--- config.mk ---
export PLATFORM = sky130hd
export DESIGN_NAME = cau_sat
export DESIGN_NICKNAME = d
export VERILOG_FILES = /design/src/sv/cau_pkg.sv /design/src/sv/cau_sat.sv
export VERILOG_INCLUDE_DIRS = /design/src /design/src/sv
export SDC_FILE = /design/constraint.sdc
export NUM_CORES = 1
export LEC_CHECK = 0
export BUFFER_PORTS_ARGS = -buffer_cell sky130_fd_sc_hd__buf_2
export CAP_MARGIN = 40
export CORE_AREA = 2 2 209 211
export CTS_CLUSTER_DIAMETER = 50
export DETAILED_ROUTE_END_ITERATION = 6
export DIE_AREA = 0 0 211 213
export PLACE_DENSITY = 0.35
export SETUP_SLACK_MARGIN = 0.15
export SLEW_MARGIN = 30
export SYNTH_ARGS = -nofsm -noshare
export SYNTH_HDL_FRONTEND = slang
export SYNTH_SLANG_ARGS = --single-unit
--- constraint.sdc ---
create_clock -name clock -period 4.7 [get_ports clock]
set_input_delay 0 -clock clock [delete_from_list [all_inputs] [get_ports clock]]
set_output_delay 0 -clock clock [all_outputs]
set_load 0.005 [all_outputs]
--- src/sv/complex_arith_unit_top_macros.svh ---
// Assertion helpers shared by the RTL; clock and reset are the design's own.
`ifndef COMPLEX_ARITH_UNIT_TOP_MACROS_SVH
`define COMPLEX_ARITH_UNIT_TOP_MACROS_SVH

// ante holds -> cons holds in the same cycle
`define CAU_ASSERT_IMPL(label, ante, cons) \
   label: assert property (@(posedge clock) disable iff (reset) (ante) |-> (cons)) \
      else $error("complex_arith_unit: check failed");

// ante holds -> cons holds in the next cycle
`define CAU_ASSERT_NEXT(label, ante, cons) \
   label: assert property (@(posedge clock) disable iff (reset) (ante) |=> (cons)) \
      else $error("complex_arith_unit: check failed");

`endif

--- src/sv/cau_pkg.sv ---
package cau_pkg;

   localparam logic [1:0] FUNC_ADD = 2'd0;
   localparam logic [1:0] FUNC_SUB = 2'd1;
   localparam logic [1:0] FUNC_MUL = 2'd2;
   localparam logic [1:0] FUNC_DIV = 2'd3;

   localparam int QUO_W = 33;            // quotient bits produced by the divider
   localparam int REM_W = 64 + QUO_W;    // remainder width, holds den << 33
   localparam int DIV_STAGES = QUO_W;

   localparam logic [31:0] SAT_POS = 32'h7FFF_FFFF;
   localparam logic [31:0] SAT_NEG = 32'h8000_0000;

   // products and add/sub results after the first stage
   typedef struct packed {
      logic [1:0]         func;
      logic signed [63:0] p_rr;   // a_re*b_re
      logic signed [63:0] p_ii;   // a_im*b_im
      logic signed [63:0] p_ri;   // a_re*b_im
      logic signed [63:0] p_ir;   // a_im*b_re
      logic signed [63:0] p_bb_r; // b_re*b_re
      logic signed [63:0] p_bb_i; // b_im*b_im
      logic signed [32:0] s_re;
      logic signed [32:0] s_im;
   } cau_prod_type;

   // one result part in sign/magnitude form, with divider state
   typedef struct packed {
      logic             neg;
      logic [63:0]      mag;
      logic [REM_W-1:0] rem;
      logic [QUO_W-1:0] quo;
      logic             big;
   } cau_part_type;

   typedef struct packed {
      logic         is_div;
      logic         dz;
      logic [63:0]  den;
      cau_part_type re;
      cau_part_type im;
   } cau_stage_type;

   // one restoring step: compare against the shifted divisor, shift in a quotient bit
   function automatic cau_part_type div_step(cau_part_type p, logic [REM_W-1:0] dsh);
      cau_part_type r;
      logic         ge;
      r  = p;
      ge = (p.rem >= dsh);
      if (ge) begin
         r.rem = p.rem - dsh;
      end
      r.quo = {p.quo[QUO_W-2:0], ge};
      return r;
   endfunction

   function automatic logic [31:0] sat32(logic neg, logic [63:0] mag, output logic ovf);
      logic [31:0] res;
      ovf = 1'b0;
      if (neg) begin
         if (mag > 64'h8000_0000) begin
            ovf = 1'b1;
            res = SAT_NEG;
         end else begin
            res = 32'(~mag + 64'd1);
         end
      end else begin
         if (mag > 64'h7FFF_FFFF) begin
            ovf = 1'b1;
            res = SAT_POS;
         end else begin
            res = mag[31:0];
         end
      end
      return res;
   endfunction

endpackage

--- src/sv/cau_sat.sv ---
`include "complex_arith_unit_top_macros.svh"

module cau_sat
   import cau_pkg::*;
(
   input  logic                clock,
   input  logic                reset,
   input  logic                in_valid,
   output logic                in_ready,
   input  cau_stage_type       in_data,
   output logic                rsp_valid,
   input  logic                rsp_ready,
   output logic signed [31:0]  rsp_res_re,
   output logic signed [31:0]  rsp_res_im,
   output logic                rsp_overflow,
   output logic                rsp_div_zero
);

   logic        valid_ff;
   logic [31:0] re_ff, re_in, im_ff, im_in;
   logic        ovf_ff, ovf_in, dz_ff;

   assign in_ready = !valid_ff || rsp_ready;

   always_comb begin
      logic [63:0] mre, mim;
      logic        o_re, o_im;
      if (in_data.is_div) begin
         mre = in_data.re.big ? 64'hFFFF_FFFF_FFFF : 64'(in_data.re.quo);
         mim = in_data.im.big ? 64'hFFFF_FFFF_FFFF : 64'(in_data.im.quo);
      end else begin
         mre = in_data.re.mag;
         mim = in_data.im.mag;
      end
      re_in  = sat32(in_data.re.neg, mre, o_re);
      im_in  = sat32(in_data.im.neg, mim, o_im);
      ovf_in = o_re || o_im;
      if (in_data.dz) begin
         re_in  = '0;
         im_in  = '0;
         ovf_in = 1'b0;
      end
   end

   always_ff @(posedge clock) begin
      if (reset) begin
         valid_ff <= 1'b0;
      end else if (in_ready) begin
         valid_ff <= in_valid;
      end
      if (in_ready) begin
         re_ff  <= re_in;
         im_ff  <= im_in;
         ovf_ff <= ovf_in;
         dz_ff  <= in_data.dz;
      end
   end

   assign rsp_valid    = valid_ff;
   assign rsp_res_re   = re_ff;
   assign rsp_res_im   = im_ff;
   assign rsp_overflow = ovf_ff;
   assign rsp_div_zero = dz_ff;

   `CAU_ASSERT_IMPL(a_dz_zero, rsp_valid && rsp_div_zero, rsp_res_re == 0 && rsp_res_im == 0 && !rsp_overflow)
   `CAU_ASSERT_IMPL(a_ovf_sat, rsp_valid && rsp_overflow, rsp_res_re == SAT_POS || rsp_res_re == SAT_NEG || rsp_res_im == SAT_POS || rsp_res_im == SAT_NEG)
   `CAU_ASSERT_NEXT(a_load, in_valid && in_ready, rsp_valid)

endmodule

==> results.ini, run 1 <==
[sta]
drv_slew=0
setup_slack_ps=1490
final.period_utilization_pct=68.4
tightest_slew_ps=802
tns_ps=0
hold_violations=0
clock_skew_ps=5.01
setup_viol=0
clock.fmax_mhz=311
rsz0062_at_grt=no
min_period_ps=3210
slew_headroom_pct=46.3

[clock_network]
cts_buffers=9
cts_root_buf=clkbuf_16
cts_tree=done
path_clk_slew_ps=60
post-cts-setup-buffers=0
cts.sinks=67
clockBufferDepth=2
htreeDepth=3
insertion_delay_ps=350
holdBufCountCts=2
cts_resized=0

[placed_design]
io_buffers=271
dp.cells=1547
hpwl_mm=22.7
gp_congestion=0.780
post-place-ws_ps=1060

[finish]
drive_gt1_share_pct=33.2
layout_commonest_cell=buf_2
fill_cells=4813
mostFrequentLayoutCells=271 x buf_2, 104 x nor2_1, 85 x a21oi_1
area_growth_pct=36.5
stdcell_count=1572
fin_nets=1480

[floorplan]
die_h_um=213
pin_count=530
rows=76
die_width_um=211
start_util_pct=14.4
die_area_um2=44900
design.core.area_um2=42700

[drt]
drt_iter0_drc=400
vias=6994
wl_per_cell_um=18.8
wl_met3_mm=1.75
drt_wl_total_mm=29.6
routed_via_density=4.45
drc=0
ant_nets=0
wl_met2_mm=12.9
maxUsedRoutingLayer=met5
met1_length_mm=14.5
drt_first_pass_iters=5

[critical_path]
cpMostUsedCell=buf_4
critPathArrivalTime_ps=3350
setup.worst_path.start_class=input pin
cp_max_fo=35
cp_cell_sequence=buf_4 > nand2b_1 > o22ai_1 > ha_1 > o221ai_1 > nor4_1 > buf_4 > and4_1 > o21a_1 > o21ai_1 > buf_4 > a211oi_1
critical-path-top-delay-family=compound AO/OA/AOI/OAI gates
crit_required_ps=4830
slowest_delay_ps=350
criticalPathCategory=in -> reg
end_kind=flip-flop
path_buf_inv=3
cpMaxStageDelayCell=o221ai_1

[synth]
synthesis.nets=1235
yosysTopAreaCellShare_pct=32.2
synth_edf_count=66
syn_avg_cell_area_um2=7.99
synth_top_area_cell=edfxtp_1
ys_seq_area_share_pct=32.6
synth_cell_types=68
synthesis.area_um2=6150
ys_seq_elements=67
synth.area.top_cells=edfxtp_1 32%, a21oi_1 6.9%, nor2_1 6.4%, nand2_1 4.8%, nor3_1 4.5%
ys.flop_type=edfxtp_1
synthArstFlopShare_pct=0
yosys_warnings=0
synthCells=769

[grt]
grt_pass1_wl_mm=43.1
grt_pass1_vias=6688
grt_max_degree=91
track_usage_pct=12.9
grt_overflow=0
antenna_found_initial=9

[hold_path]
hp-class=in -> reg

[run_status]
outcome=completed

[run]
cap_viol_max_count=0

[power]
leakage_nw=3.39
vdd_drop_max_mv=0.129
design_power_total_mw=1.93
cellPowerDensity_nw_per_um2=230

tightest hold or removal path: stages:
cell,delay (ps)
buf_2,100
nor2_1,80
a21oi_1,70
nor2_1,90
a211oi_1,50
metrics by stage:
step | util, % | hold slack, ps | cell area (um2)
final | 19.7 | 214 | 8390
after floorplan | - | 69.1 | 6150
after CTS | 19.6 | 195 | 8370
after global placement | 18.8 | 157 | 8040
after detailed placement | 18.9 | 156 | 8060
after global routing | 19.6 | 256 | 8380
state kept, by name, summed over array words and instances (netlist names):
register,cells
rsp_res_im,32
rsp_res_re,32
rsp_div_zero,1
rsp_overflow,1
rsp_valid,1
Yosys cell counts, drive strengths merged, types with 9 or more instances:
library cell,instances
nor2,105
nor4,22
xnor2,9
buf,33
clkbuf,27
a211oi,10
a221oi,14
nor3,57
nor4b,26
o22ai,39
inv,14
xor2,10
mux2i,24
edfxtp,66
o21ai,40
a21oi,85
nand2,78
nand3,15
per-layer routing:
layer / vias up / GRT usage (%)
li1: 3425 / -
met1: 3312 / 18.3
met2: 236 / 19.5
met3: 19 / 2.99
met4: 2 / 3.33
met5: - / 0
power by group:
group / internal (mW) / switching (mW)
sequential: 0.711 / 0.0171
combinational: 0.192 / 0.298
clock: 0.410 / 0.302
total: 1.31 / 0.617
kinds of logic (layout without fill, tap and decap cells):
| group | after synthesis | in the layout | share of synthesized area (%) |
|---|---|---|---|
| other cells | 0 | 7 | 0 |
| mux | 26 | 26 | 4.27 |
| xor+xnor | 19 | 19 | 2.71 |
| flops | 67 | 67 | 32.6 |
| simple gates | 350 | 350 | 30.4 |
| fa+ha+maj | 4 | 4 | 0.814 |
| buf+inv | 74 | 324 | 6.02 |
| compound gates | 229 | 229 | 23.2 |
final timing paths:
kind                            cells after the start    startpoint  slack, ps        endpoint
worst max register to register                      3     rsp_valid       3120       rsp_valid
worst min-delay path                                5  in_data[356]        210  rsp_res_re[29]
worst max-delay path                               12  in_data[457]       1490  rsp_res_im[19]
worst min register to register                      1     rsp_valid       1000   rsp_res_im[8]
cell type report:
class / count / area, um2 / share of cell area (%)
clock inverters: 7 / 67.6 / 0.805
repair buffers: 294 / 1560 / 18.6
clock buffers: 9 / 225 / 2.68
inverters: 14 / 52.6 / 0.626
diodes: 7 / 17.5 / 0.209
flip-flops and latches: 67 / 2000 / 23.9
multi-input cells: 628 / 3780 / 45.1
well taps: 546 / 683 / 8.14
No activity file was read; power rests on OpenSTA's default activity.
==> run 2: changes to the inputs <==
==> constraint.sdc (replaced) <==
create_clock -name clock -period 3.2 [get_ports clock]
set_input_delay 0 -clock clock [delete_from_list [all_inputs] [get_ports clock]]
set_output_delay 0 -clock clock [all_outputs]
set_load 0.005 [all_outputs]
==> run 2 against run 1 <==
Core utilization grew 0.68 points. Hold slack lost 17 ps. Cell area grew 3.4%. Combinational power grew 52%. Routed wire length is essentially flat. Clock power grew 62%. Via count grew 1.8%. Sequential cell count is the same. Non-clock buffer count grew 29. Highest routed layer unchanged.
==> results.ini, run 2 (same netlist as run 1, synthesis figures left out) <==
[sta]
clock_skew_ps=16.8  ; was 5.01 ps
rsz0062_at_grt=no  ; unchanged
tightest_slew_ps=738  ; was 802 ps
setup_viol=0  ; unchanged
slew_headroom_pct=50.3  ; was 46.3%
clock.fmax_mhz=356
min_period_ps=2810
final.period_utilization_pct=87.7
hold_violations=0  ; unchanged
drv_slew=0  ; unchanged
tns_ps=0  ; unchanged

[critical_path]
criticalPathCategory=in -> reg  ; unchanged
crit_required_ps=3280  ; was 4830 ps
setup.worst_path.start_class=input pin  ; unchanged
r2r_start=rsp_valid  ; unchanged
end_kind=flip-flop  ; unchanged
critPathArrivalTime_ps=2890  ; was 3350 ps
worstReg2RegEnd=rsp_valid  ; unchanged
rrSetupSlack_ps=1630  ; was 3120 ps
cp_max_fo=29  ; was 35
ff2ff_path_depth=3  ; unchanged

[floorplan]
rows=76  ; unchanged
pin_count=530  ; unchanged
die_width_um=211  ; unchanged
start_util_pct=14.4  ; unchanged
design.core.area_um2=42700  ; unchanged
die_h_um=213  ; unchanged
die_area_um2=44900  ; unchanged

[hold_path]
min_to=rsp_res_re[29]  ; unchanged
hp-class=in -> reg  ; unchanged
worstHoldPathCells=5  ; unchanged
hold_path_startpoint=in_data[356]  ; unchanged

[drt]
routed_via_density=4.45  ; about the same
vias=7123  ; was 6994
drt_wl_total_mm=29.6  ; about the same
ant_nets=0  ; unchanged
drt_iter0_drc=433  ; was 400
drt_first_pass_iters=4  ; was 5
drc=0  ; unchanged
wl_per_cell_um=18.5  ; was 18.8 um

[power]
cellPowerDensity_nw_per_um2=341  ; was 230 nW/um2
p_seq_share_pct=36.1  ; was 37.7%
pwr-share-comb_pct=25.2  ; was 25.4%
switching_share_pct=31.6  ; was 32.0%
p_int_mw=2.03  ; was 1.31 mW
leakage_nw=3.56  ; was 3.39 nW
p_switching_uw=935  ; was 617 uW
vdd_drop_max_mv=0.187  ; was 0.129 mV
clkPwrFrac_pct=38.7  ; was 36.9%

[clock_network]
htreeDepth=3  ; unchanged
insertion_delay_ps=360  ; was 350 ps
clockBufferDepth=2  ; unchanged
cts_root_buf=clkbuf_16  ; unchanged
cts.sinks=67  ; unchanged
path_clk_slew_ps=70  ; was 60 ps
cts_buffers=9  ; unchanged
cts_tree=done  ; unchanged

[finish]
drive_gt1_share_pct=35.5  ; was 33.2%
fin_util_pct=20.3  ; was 19.7%
fin_nets=1509  ; was 1480
layout_commonest_cell=buf_2  ; unchanged
area_growth_pct=41.2  ; was 36.5%
mostFrequentLayoutCells=270 x buf_2, 103 x nor2_1, 85 x a21oi_1  ; was 271 x buf_2, 104 x nor2_1, 85 x a21oi_1

[run_status]
outcome=completed  ; unchanged

[grt]
antenna_found_initial=8  ; was 9
grt_overflow=0  ; unchanged
grt_max_degree=53  ; was 91
grt_pass1_vias=6795  ; was 6688
track_usage_pct=12.9  ; about the same
grt_pass1_wl_mm=42.9  ; was 43.1 mm

[placed_design]
hpwl_mm=23.6  ; was 22.7 mm
io_buffers=271  ; unchanged
gp_congestion=0.810  ; was 0.780

[run]
cap_viol_max_count=0  ; unchanged

==> run 2: how the worst max path moves through the flow <==
stage / startpoint / endpoint / slack [ps]
floorplan: in_data[457] / rsp_res_re[30] / 90
global placement: in_data[457] / rsp_res_im[0] / 20
detailed placement: in_data[457] / rsp_res_im[1] / 50
CTS: in_data[457] / rsp_res_im[1] / 410
global route: in_data[457] / rsp_res_im[1] / 160
finish: in_data[457] / rsp_res_re[22] / 390
==> run 2: final cells by class <==
cell class	instances	area [um2]
antenna	5	12.5
clock buffer	9	225
clock inverter	7	91.3
fill	4802	34000
inverter	14	52.6
multi-input combinational	628	3810
sequential	67	2000
tap	546	683
timing repair buffer	323	1800
==> run 2: metrics by stage <==
stage / area, um2 / total power [mW] / setup slack, ps / hold WS [ps] / cells
floorplan: 6200 / 1.44 / 91.0 / 69.1 / 769
global placement: 8300 / 1.83 / 18.2 / 157 / 1575
detailed placement: 8330 / 1.84 / 45.7 / 161 / 1576
CTS: 8660 / 3.02 / 411 / 177 / 1594
global route: 8680 / 3.13 / 162 / 235 / 1597
finish: 8680 / 2.96 / 392 / 197 / 1599
==> run 2: power by group through the flow <==
stage	registers (mW)	logic (mW)	clock network, mW
floorplan	1.09	0.352	0
global placement	1.09	0.739	0
detailed placement	1.09	0.747	0
CTS	1.07	0.753	1.19
global route	1.08	0.827	1.23
finish	1.07	0.745	1.15
==> run 2: per-layer routing <==
metal / part of all wire (%) / up-vias / global-route usage (%)
li1: - / 3484 / -
met1: 49 / 3381 / 18.4
met2: 43 / 234 / 19.4
met3: 6.3 / 20 / 2.99
met4: 0.99 / 4 / 2.96
met5: 0.078 / - / 0
==> run 2: critical path, cell delays in order <==
cell and delay [ps]:
buf_4 340, buf_4 280, nand2b_1 90, o22a_1 210, inv_1 70, ha_2 230
o21ai_0 210, nor4b_4 410, a31oi_1 180, nor2_4 220, o21ai_2 150, a221oi_1 470
==> run 2: repair_timing <==
action,in CTS,in global routing
setup buffers,0,0
endpoints found under the setup margin,0,1
hold buffers,2,0
resized for setup,0,1
endpoints found under the hold margin,1,0
